**src/hw/rtl/smh_pkg.sv**
```systemverilog
package smh_pkg;

    localparam int unsigned IN_DATA_W  = 16;
    localparam int unsigned IN_USER_W  = 2;
    localparam int unsigned OUT_DATA_W = 48;

    // op codes on the input side
    localparam logic [1:0] OP_MOVE = 2'd0;
    localparam logic [1:0] OP_HOME = 2'd1;
    localparam logic [1:0] OP_TICK = 2'd2;

    localparam logic [7:0] SEARCH_LIMIT   = 8'd205;
    localparam logic [7:0] NOMINAL_SPAN   = 8'd200;
    localparam logic [7:0] SPAN_TOLERANCE = 8'd2;
    localparam logic [7:0] PRE_STEPS      = 8'd25;
    localparam logic [7:0] RETRY_BELOW    = 8'd5;

    localparam logic [7:0] PWR_FULL = 8'hFF;
    localparam logic [7:0] PWR_HOLD = 8'h2F;
    localparam logic [7:0] PWR_OFF  = 8'h00;
    localparam logic [7:0] SPAN_NONE = 8'hFF;

    localparam logic [1:0] MODE_OFF  = 2'd0;
    localparam logic [1:0] MODE_FULL = 2'd1;
    localparam logic [1:0] MODE_PWM  = 2'd2;

    localparam logic [1:0] CODE_OK        = 2'd0;
    localparam logic [1:0] CODE_NONE_BOTH = 2'd1;
    localparam logic [1:0] CODE_NONE_BACK = 2'd2;
    localparam logic [1:0] CODE_SPAN_ERR  = 2'd3;

    typedef enum logic [1:0] {
        KIND_MOVE,
        KIND_HOME,
        KIND_TICK,
        KIND_NONE
    } kind_t;

    typedef enum logic [2:0] {
        PH_IDLE,
        PH_MOVE,
        PH_PRE,
        PH_FWD,
        PH_BACK_ALT,
        PH_BACK_MAIN,
        PH_BACK_RETRY
    } run_phase_t;

    typedef struct packed {
        kind_t      kind;
        logic [7:0] step_count;
        logic       reverse;
        logic [3:0] hold_lvl;
        logic       ref_level;
        logic       ref_edge;
    } entry_t;

    function automatic logic [3:0] coil_of(input logic [1:0] idx);
        logic [3:0] pat;
        unique case (idx)
            2'd0: pat = 4'b1010;
            2'd1: pat = 4'b0110;
            2'd2: pat = 4'b0101;
            2'd3: pat = 4'b1001;
            default: pat = 4'b1010;
        endcase
        return pat;
    endfunction

endpackage

```
**src/hw/rtl/smh_front.sv**
```systemverilog
module smh_front (
    input  logic                           s_axis_tvalid,
    output logic                           s_axis_tready,
    // tdata: step_count[7:0], reverse[8], hold_lvl[12:9], ref_level[13], ref_edge[14]
    input  logic [smh_pkg::IN_DATA_W-1:0]  s_axis_tdata,
    // tuser: op[1:0]
    input  logic [smh_pkg::IN_USER_W-1:0]  s_axis_tuser,
    input  logic                           q_full,
    output logic                           push,
    output smh_pkg::entry_t                entry
);
    import smh_pkg::*;

    kind_t kind;

    always_comb
    begin
        unique case (s_axis_tuser)
            OP_MOVE: kind = KIND_MOVE;
            OP_HOME: kind = KIND_HOME;
            OP_TICK: kind = KIND_TICK;
            default: kind = KIND_NONE;
        endcase
    end

    assign s_axis_tready = !q_full;
    assign push          = s_axis_tvalid && !q_full;

    assign entry.kind       = kind;
    assign entry.step_count = s_axis_tdata[7:0];
    assign entry.reverse    = s_axis_tdata[8];
    assign entry.hold_lvl   = s_axis_tdata[12:9];
    assign entry.ref_level  = s_axis_tdata[13];
    assign entry.ref_edge   = s_axis_tdata[14];

endmodule

```
**src/hw/rtl/smh_queue.sv**
```systemverilog
module smh_queue (
    input  logic            clk,
    input  logic            rst_n,
    input  logic            push,
    input  smh_pkg::entry_t push_entry,
    output logic            full,
    input  logic            pop,
    output logic            head_valid,
    output smh_pkg::entry_t head_entry
);
    import smh_pkg::*;

    entry_t     mem_reg [2];
    logic       wr_ptr_reg, wr_ptr_next;
    logic       rd_ptr_reg, rd_ptr_next;
    logic [1:0] count_reg, count_next;

    assign full       = (count_reg == 2'd2);
    assign head_valid = (count_reg != 2'd0);
    assign head_entry = mem_reg[rd_ptr_reg];

    always_comb
    begin
        wr_ptr_next = push ? ~wr_ptr_reg : wr_ptr_reg;
        rd_ptr_next = pop ? ~rd_ptr_reg : rd_ptr_reg;
        count_next  = count_reg;
        if (push && !pop)
        begin
            count_next = count_reg + 2'd1;
        end
        else if (pop && !push)
        begin
            count_next = count_reg - 2'd1;
        end
    end

    always_ff @(posedge clk or negedge rst_n)
    begin
        if (!rst_n)
        begin
            wr_ptr_reg <= 1'b0;
            rd_ptr_reg <= 1'b0;
            count_reg  <= 2'd0;
        end
        else
        begin
            wr_ptr_reg <= wr_ptr_next;
            rd_ptr_reg <= rd_ptr_next;
            count_reg  <= count_next;
        end
    end

    always_ff @(posedge clk)
    begin
        if (push)
        begin
            mem_reg[wr_ptr_reg] <= push_entry;
        end
    end

endmodule

```
**src/hw/rtl/smh_back.sv**
```systemverilog
module smh_back (
    input  logic                            clk,
    input  logic                            rst_n,
    input  logic                            head_valid,
    input  smh_pkg::entry_t                 head_entry,
    output logic                            pop,
    output logic                            m_axis_tvalid,
    input  logic                            m_axis_tready,
    output logic [smh_pkg::OUT_DATA_W-1:0]  m_axis_tdata
);
    import smh_pkg::*;

    run_phase_t phase_reg, phase_next;
    logic [1:0] idx_reg, idx_next;
    logic [7:0] pos_reg, pos_next;
    logic [7:0] zpos_reg, zpos_next;
    logic       zflag_reg, zflag_next;
    logic       dir_reg, dir_next;
    logic [7:0] left_reg, left_next;
    logic [7:0] power_reg, power_next;
    logic [7:0] scount_reg, scount_next;
    logic [1:0] code_reg, code_next;
    logic       fail_reg, fail_next;
    logic [7:0] span_reg, span_next;
    logic [3:0] hold_reg, hold_next;
    logic       done;

    logic                  out_valid_reg, out_valid_next;
    logic [OUT_DATA_W-1:0] out_data_reg, out_data_next;

    // shared decode of the word at the queue head
    logic       is_move, is_home, is_tick, stepping, searching;
    logic [1:0] idx_step;
    logic [7:0] pos_step, zpos_step, scount_inc, span_end, hold_pwr;
    logic       zflag_step, found, missed, ended, span_ok, retry;
    logic [8:0] span_wide;
    logic [1:0] mode;
    logic [7:0] duty;

    assign pop = head_valid && (!out_valid_reg || m_axis_tready);

    always_comb
    begin
        is_move   = (head_entry.kind == KIND_MOVE) && (phase_reg == PH_IDLE);
        is_home   = (head_entry.kind == KIND_HOME) && (phase_reg == PH_IDLE);
        is_tick   = (head_entry.kind == KIND_TICK);
        stepping  = is_tick && (phase_reg != PH_IDLE);
        searching = is_tick && (phase_reg == PH_FWD || phase_reg == PH_BACK_ALT ||
                                phase_reg == PH_BACK_MAIN || phase_reg == PH_BACK_RETRY);
        idx_step  = dir_reg ? idx_reg - 2'd1 : idx_reg + 2'd1;
        pos_step  = dir_reg ? pos_reg - 8'd1 : pos_reg + 8'd1;
        zpos_step = head_entry.ref_level ? zpos_reg : pos_step;
        zflag_step = (zflag_reg && !head_entry.ref_level) || head_entry.ref_edge;
        scount_inc = scount_reg + 8'd1;
        found     = zflag_step;
        missed    = !zflag_step && (scount_inc >= SEARCH_LIMIT);
        ended     = searching && (found || missed);
        span_end  = found ? scount_reg : SPAN_NONE;
        span_wide = {1'b0, span_end};
        span_ok   = (span_wide + {1'b0, SPAN_TOLERANCE} >= {1'b0, NOMINAL_SPAN}) &&
                    (span_wide <= {1'b0, NOMINAL_SPAN} + {1'b0, SPAN_TOLERANCE});
        retry     = span_end < RETRY_BELOW;
        hold_pwr  = {2'b00, head_entry.hold_lvl, 2'b00};
    end

    // run phase sequencing
    always_comb
    begin
        phase_next = phase_reg;
        unique case (phase_reg)
            PH_IDLE:
            begin
                if (is_move && head_entry.step_count != 8'd0)
                begin
                    phase_next = PH_MOVE;
                end
                else if (is_home)
                begin
                    phase_next = (PRE_STEPS == 8'd0) ? PH_FWD : PH_PRE;
                end
            end
            PH_MOVE:
            begin
                if (stepping && left_reg == 8'd1)
                begin
                    phase_next = PH_IDLE;
                end
            end
            PH_PRE:
            begin
                if (stepping && left_reg == 8'd1)
                begin
                    phase_next = PH_FWD;
                end
            end
            PH_FWD:
            begin
                if (ended)
                begin
                    phase_next = found ? PH_BACK_MAIN : PH_BACK_ALT;
                end
            end
            PH_BACK_ALT:
            begin
                if (ended)
                begin
                    phase_next = found ? PH_BACK_MAIN : PH_IDLE;
                end
            end
            PH_BACK_MAIN:
            begin
                if (ended)
                begin
                    phase_next = (found && retry) ? PH_BACK_RETRY : PH_IDLE;
                end
            end
            PH_BACK_RETRY:
            begin
                if (ended)
                begin
                    phase_next = PH_IDLE;
                end
            end
            default: phase_next = PH_IDLE;
        endcase
    end

    // datapath updates
    always_comb
    begin
        idx_next    = idx_reg;
        pos_next    = pos_reg;
        zpos_next   = zpos_reg;
        zflag_next  = zflag_reg;
        dir_next    = dir_reg;
        left_next   = left_reg;
        power_next  = power_reg;
        scount_next = scount_reg;
        code_next   = code_reg;
        fail_next   = fail_reg;
        span_next   = span_reg;
        hold_next   = hold_reg;
        done        = 1'b0;

        if (is_move)
        begin
            dir_next   = head_entry.reverse;
            hold_next  = head_entry.hold_lvl;
            left_next  = head_entry.step_count;
            power_next = PWR_FULL;
            if (head_entry.step_count == 8'd0)
            begin
                power_next = hold_pwr;
                done       = 1'b1;
            end
        end
        else if (is_home)
        begin
            pos_next   = 8'd0;
            zpos_next  = 8'd0;
            code_next  = CODE_OK;
            dir_next   = 1'b0;
            power_next = PWR_FULL;
            left_next  = PRE_STEPS;
            if (PRE_STEPS == 8'd0)
            begin
                fail_next   = 1'b0;
                scount_next = 8'd0;
            end
        end
        else if (is_tick && !stepping)
        begin
            zflag_next = zflag_reg || head_entry.ref_edge;
        end
        else if (stepping)
        begin
            idx_next   = idx_step;
            pos_next   = pos_step;
            zpos_next  = zpos_step;
            zflag_next = zflag_step;
            if (!searching)
            begin
                left_next = left_reg - 8'd1;
                if (left_reg == 8'd1)
                begin
                    if (phase_reg == PH_MOVE)
                    begin
                        power_next = {2'b00, hold_reg, 2'b00};
                        done       = 1'b1;
                    end
                    else
                    begin
                        dir_next    = 1'b0;
                        fail_next   = 1'b0;
                        scount_next = 8'd0;
                        power_next  = PWR_FULL;
                    end
                end
            end
            else if (!ended)
            begin
                scount_next = scount_inc;
            end
            else
            begin
                scount_next = scount_inc;
                span_next   = span_end;
                power_next  = PWR_HOLD;
                if (phase_next != PH_IDLE)
                begin
                    // another backward search follows
                    dir_next    = 1'b1;
                    fail_next   = 1'b0;
                    scount_next = 8'd0;
                    power_next  = PWR_FULL;
                end
                else
                begin
                    done = 1'b1;
                    if (missed)
                    begin
                        fail_next = 1'b1;
                    end
                    if (phase_reg == PH_BACK_ALT)
                    begin
                        code_next = CODE_NONE_BOTH;
                    end
                    else if (phase_reg == PH_BACK_MAIN && missed)
                    begin
                        code_next = CODE_NONE_BACK;
                    end
                    else if (!span_ok)
                    begin
                        fail_next = 1'b1;
                        code_next = CODE_SPAN_ERR;
                    end
                    else
                    begin
                        pos_next  = 8'd0;
                        zpos_next = 8'd0;
                        code_next = CODE_OK;
                    end
                end
            end
        end
    end

    always_comb
    begin
        if (power_next == PWR_FULL)
        begin
            mode = MODE_FULL;
            duty = 8'd0;
        end
        else if (power_next == PWR_OFF)
        begin
            mode = MODE_OFF;
            duty = 8'd0;
        end
        else
        begin
            mode = MODE_PWM;
            duty = power_next;
        end
    end

    always_comb
    begin
        out_valid_next = out_valid_reg;
        out_data_next  = out_data_reg;
        if (pop)
        begin
            out_valid_next = 1'b1;
            out_data_next  = {4'b0000, span_next, fail_next, code_next, done,
                              (phase_next != PH_IDLE), zflag_next, zpos_next, pos_next,
                              duty, mode, coil_of(idx_next)};
        end
        else if (m_axis_tready)
        begin
            out_valid_next = 1'b0;
        end
    end

    assign m_axis_tvalid = out_valid_reg;
    assign m_axis_tdata  = out_data_reg;

    always_ff @(posedge clk or negedge rst_n)
    begin
        if (!rst_n)
        begin
            phase_reg     <= PH_IDLE;
            idx_reg       <= 2'd0;
            pos_reg       <= 8'd0;
            zpos_reg      <= 8'd0;
            zflag_reg     <= 1'b0;
            dir_reg       <= 1'b0;
            left_reg      <= 8'd0;
            power_reg     <= PWR_OFF;
            scount_reg    <= 8'd0;
            code_reg      <= CODE_OK;
            fail_reg      <= 1'b0;
            span_reg      <= 8'd0;
            hold_reg      <= 4'd0;
            out_valid_reg <= 1'b0;
        end
        else
        begin
            out_valid_reg <= out_valid_next;
            if (pop)
            begin
                phase_reg  <= phase_next;
                idx_reg    <= idx_next;
                pos_reg    <= pos_next;
                zpos_reg   <= zpos_next;
                zflag_reg  <= zflag_next;
                dir_reg    <= dir_next;
                left_reg   <= left_next;
                power_reg  <= power_next;
                scount_reg <= scount_next;
                code_reg   <= code_next;
                fail_reg   <= fail_next;
                span_reg   <= span_next;
                hold_reg   <= hold_next;
            end
        end
    end

    always_ff @(posedge clk)
    begin
        out_data_reg <= out_data_next;
    end

endmodule

```
**src/hw/rtl/stepper_move_and_homing.sv**
```systemverilog
// channel   dir  tdata / tuser (low bit first)
// s_axis    in   tdata: step_count, reverse, hold_lvl, ref_level, ref_edge; tuser: op
// m_axis    out  tdata: coil_pattern, drive_mode, pwm_duty, motor_position, zone_position,
//                       in_ref_zone, busy_res, done_res, home_code, ref_fail, measured_span
//
// One word in and one word out per cycle sustained while the output is not stalled;
// a word passes from input to output through the two-entry queue, then through the
// step/search logic into the output register, which the back end loads as it pops the word.
// rst_n clears the run state, the queue and the output valid. A stalled output holds
// the back end; the queue keeps taking input until both entries are filled.
module stepper_move_and_homing (
    input  logic                           clk,
    input  logic                           rst_n,
    input  logic                           s_axis_tvalid,
    output logic                           s_axis_tready,
    // tdata: step_count[7:0], reverse[8], hold_lvl[12:9], ref_level[13], ref_edge[14]
    input  logic [smh_pkg::IN_DATA_W-1:0]  s_axis_tdata,
    // tuser: op[1:0]
    input  logic [smh_pkg::IN_USER_W-1:0]  s_axis_tuser,
    output logic                           m_axis_tvalid,
    input  logic                           m_axis_tready,
    // tdata: coil_pattern[3:0], drive_mode[5:4], pwm_duty[13:6], motor_position[21:14],
    // zone_position[29:22], in_ref_zone[30], busy_res[31], done_res[32],
    // home_code[34:33], ref_fail[35], measured_span[43:36]
    output logic [smh_pkg::OUT_DATA_W-1:0] m_axis_tdata
);
    import smh_pkg::*;

    logic   q_full;
    logic   push;
    logic   pop;
    logic   head_valid;
    entry_t push_entry;
    entry_t head_entry;

    smh_front u_front (
        .s_axis_tvalid (s_axis_tvalid),
        .s_axis_tready (s_axis_tready),
        .s_axis_tdata  (s_axis_tdata),
        .s_axis_tuser  (s_axis_tuser),
        .q_full        (q_full),
        .push          (push),
        .entry         (push_entry)
    );

    smh_queue u_queue (
        .clk        (clk),
        .rst_n      (rst_n),
        .push       (push),
        .push_entry (push_entry),
        .full       (q_full),
        .pop        (pop),
        .head_valid (head_valid),
        .head_entry (head_entry)
    );

    smh_back u_back (
        .clk           (clk),
        .rst_n         (rst_n),
        .head_valid    (head_valid),
        .head_entry    (head_entry),
        .pop           (pop),
        .m_axis_tvalid (m_axis_tvalid),
        .m_axis_tready (m_axis_tready),
        .m_axis_tdata  (m_axis_tdata)
    );

endmodule
```
**config.mk**
```make
export PLATFORM = sky130hd
export DESIGN_NAME = stepper_move_and_homing
export DESIGN_NICKNAME = d
export VERILOG_FILES = /design/src/hw/rtl/smh_pkg.sv /design/src/hw/rtl/smh_front.sv /design/src/hw/rtl/smh_queue.sv /design/src/hw/rtl/smh_back.sv /design/src/hw/rtl/stepper_move_and_homing.sv
export SDC_FILE = /design/constraint.sdc
export NUM_CORES = 1
export LEC_CHECK = 0
export ABC_AREA = 1
export BUFFER_PORTS_ARGS = -buffer_cell sky130_fd_sc_hd__clkbuf_2
export CELL_PAD_IN_SITES_DETAIL_PLACEMENT = 1
export CELL_PAD_IN_SITES_GLOBAL_PLACEMENT = 1
export CORE_ASPECT_RATIO = 1.5
export CORE_UTILIZATION = 49
export DETAILED_ROUTE_END_ITERATION = 6
export GPL_ROUTABILITY_DRIVEN = 0
export PLACE_DENSITY = 0.95
export SLEW_MARGIN = 10
export SYNTH_ARGS = -nofsm -noshare
export SYNTH_HDL_FRONTEND = slang
export SYNTH_SLANG_ARGS = --single-unit
```
**constraint.sdc**
```tcl
create_clock -name clk -period 4.9 [get_ports clk]
set_input_delay 0.49 -clock clk [delete_from_list [all_inputs] [get_ports clk]]
set_output_delay 0.49 -clock clk [all_outputs]
set_load 0.1 [all_outputs]
```
==> flow_summary.ini <==
[status]
status = complete, no violations

[worst_setup_path]
ff2ff_path_depth = 21
cp_max_fo = 20
crit_type = register to register
cp_slowest_cell = a21oi_2
r2r_slack_ns = 1.17
crit_family = simple AND/OR/NAND/NOR gates
critPathArrivalTime_ns = 3.90
path_buf_inv = 3
required_ns = 5.07
cp-end-kind = register
slowest_delay_ns = 0.48
r2r_end = u_back.m_axis_tdata[8]
r2r-start = u_queue.rd_ptr_reg
crit_top_cell = nand2_1
start_kind = register
crit_chain = buf_4 -> inv_2 -> nand2_1 -> o21ai_2 -> nand2_1 -> a21oi_2 -> nand2_2 -> nand2_1 -> nand2_1 -> nor2_1 -> nand2_1 -> nor2_4 -> nand2_2 -> nand2_2 -> nand2_1 -> nand2_2 -> nand2_1 -> clkinv_1 -> nand2_1 -> nand2_4 -> nor2_2

[routing]
vias = 6087
met1_length_um = 7253
vias_per_cell = 5.590
drtPass1Iterations = 5
drc = 0
met3_wirelength_um = 750
drt_iter0_drc = 349
wl_per_cell_um = 18.25
met2_length_um = 10970
final_antenna_net_count = 0
routed.top_layer = met4
wl_um = 19880

[synthesis]
yosysWarningCount = 0
netlist_area_um2 = 7342
synth_edf_count = 78
ys_types = 48
ys_async_sr_fraction_pct = 46.21
synthCells = 812
yosysSeqAreaShare_pct = 54.74
synth_flop_cell = edfxtp_1
ys_ff_latch = 145
avgSynthCellArea_um2 = 9.042

[clock_network]
clockBufferDepth = 2
cts_hold_buffers = 0
cts_resized = 0
clk_pin_slew_worst_paths_ns = 0.06
clock_latency_ns = 0.43
h-tree-depth = 4
cts_buffers = 17
clock_sinks = 145
cts_tree = yes
post-cts-setup-buffer-count = 0
root_buffer = clkbuf_16

[final_layout]
antenna_cells = 0
drive_above_1_share_pct = 17.69
final_cell_mix = 223 x nand2_1, 78 x inv_1, 78 x edfxtp_1, 68 x nor2_1, 67 x dfrtp_1
final_common_cell = nand2_1
largest_register_ffs = 44
nets = 919
instances_no_fill = 1089
syn_to_final_growth_pct = 15.25

[floorplan]
die-height_um = 151.9
core_region_area_um2 = 14590
start_util_pct = 50.31
rows = 54
die_x_um = 101.9
die_area_um2 = 15490
io-pin-count = 72

[grt]
antenna_found_initial = 0
grt_use_total_pct = 28.05
grt_overflow = 0
grt_pass1_vias = 6656
grt_max_degree = 88
grt_pass1_wl_um = 33030

[placed_design]
dp_hpwl_um = 12550
dpl.cell_count = 1057
port_buffers = 66

[sta]
finalCritPeriodShare_pct = 76.16
drv_slew = 0
min_period_ns = 3.732
tightest_slew_ns = 1.050
final_hold_viol_count = 0
rsz0062_at_grt = no
finalSetupViolCount = 0
clock_skew_ns = 0.01085
fmax_mhz = 268.0
slew_headroom_pct = 30.03
tns_ns = 0

[worst_hold_path]
hold_path.class = input pin to async pin

[run]
maxCapViolCount = 0
## worst register-to-register path, delay by kind of cell, from the launching register on
kind / cells / cell delay (ns)
compound gates: 2 / 0.60
buf+inv: 3 / 0.48
flops: 1 / 0.37
simple gates: 16 / 2.00
## synthesized netlist by cell type, types with 2 or more instances
master | number | area share, %
inv_2 | 5 | 0.26
xor2_1 | 14 | 1.7
o21ai_2 | 2 | 0.24
nand4_1 | 3 | 0.26
nor3_1 | 13 | 0.89
o22ai_1 | 12 | 1.0
a21oi_4 | 2 | 0.44
o221ai_1 | 2 | 0.24
a31oi_1 | 10 | 0.85
o211ai_1 | 7 | 0.72
nand3_2 | 4 | 0.55
clkinv_1 | 2 | 0.10
nand3_1 | 32 | 2.2
or2_2 | 8 | 0.68
edfxtp_1 | 78 | 32
o21ai_0 | 59 | 4.0
nor2_4 | 2 | 0.31
dfrtp_1 | 67 | 23
buf_2 | 3 | 0.20
buf_6 | 3 | 0.46
o21ai_1 | 3 | 0.20
nand2_1 | 223 | 11
xnor2_1 | 5 | 0.60
a21oi_1 | 21 | 1.4
inv_1 | 78 | 4.0
nor2_2 | 10 | 0.85
o21a_1 | 4 | 0.41
ha_1 | 16 | 2.7
buf_4 | 6 | 0.61
mux2i_1 | 3 | 0.41
a21oi_2 | 2 | 0.24
clkbuf_1 | 17 | 0.87
nor2_1 | 68 | 3.5
nand2_2 | 14 | 1.2
## layout make-up
cell class	instances	area, µm²
fill	1739	6132
sequential	145	4019
multi-input combinational	555	2865
clock buffer	22	474.2
timing repair buffer	76	405.4
inverter	85	319.1
tap	196	245.2
clock inverter	10	133.9
## through the flow
step	cell area, µm²	hold WS [ns]	utilization (%)	setup slack, ns
2_1_floorplan	7353	0.1944	-	1.698
3_5_place_dp	7854	0.4745	53.82	1.352
6_report	8462	0.1564	57.98	1.168
5_1_grt	8462	0.2281	57.98	0.8304
3_3_place_gp	7854	0.4612	53.82	1.443
4_1_cts	8462	0.1870	57.98	1.172
## how the worst max path moves through the flow
stage | startpoint | end | slack (ns) | cells past startpoint
detailed placement | u_queue.rd_ptr_reg | u_back.m_axis_tdata[10] | 1.35 | 21
global route | u_queue.rd_ptr_reg | u_back.m_axis_tdata[8] | 0.83 | 20
CTS | u_queue.rd_ptr_reg | u_back.m_axis_tdata[8] | 1.17 | 21
finish | u_queue.rd_ptr_reg | u_back.m_axis_tdata[8] | 1.17 | 21
floorplan | u_back.m_axis_tvalid | u_back.m_axis_tdata[0] | 1.70 | 4
global placement | u_queue.rd_ptr_reg | u_back.m_axis_tdata[16] | 1.44 | 17
## routing by layer
layer / up-vias / track usage [%]
li1: 2804 / -
met1: 3007 / 29.58
met2: 195 / 50.51
met3: 81 / 4.462
met4: 0 / 17.76
met5: - / 0
## cells by family (layout without fill, tap and decap cells)
kind of cell	count (synthesis)	after routing	synth area share, %
compound gates	129	129	10.45
flops	145	145	54.74
mux	3	3	0.4090
fa+ha+maj	17	17	2.999
xor+xnor	19	19	2.267
buf+inv	115	193	6.544
other cells	1	4	0.05108
simple gates	383	383	22.55
Power is left out: the tool's default activity adds up to more than one toggle a clock period on the data nets, which glitch-free logic cannot reach.
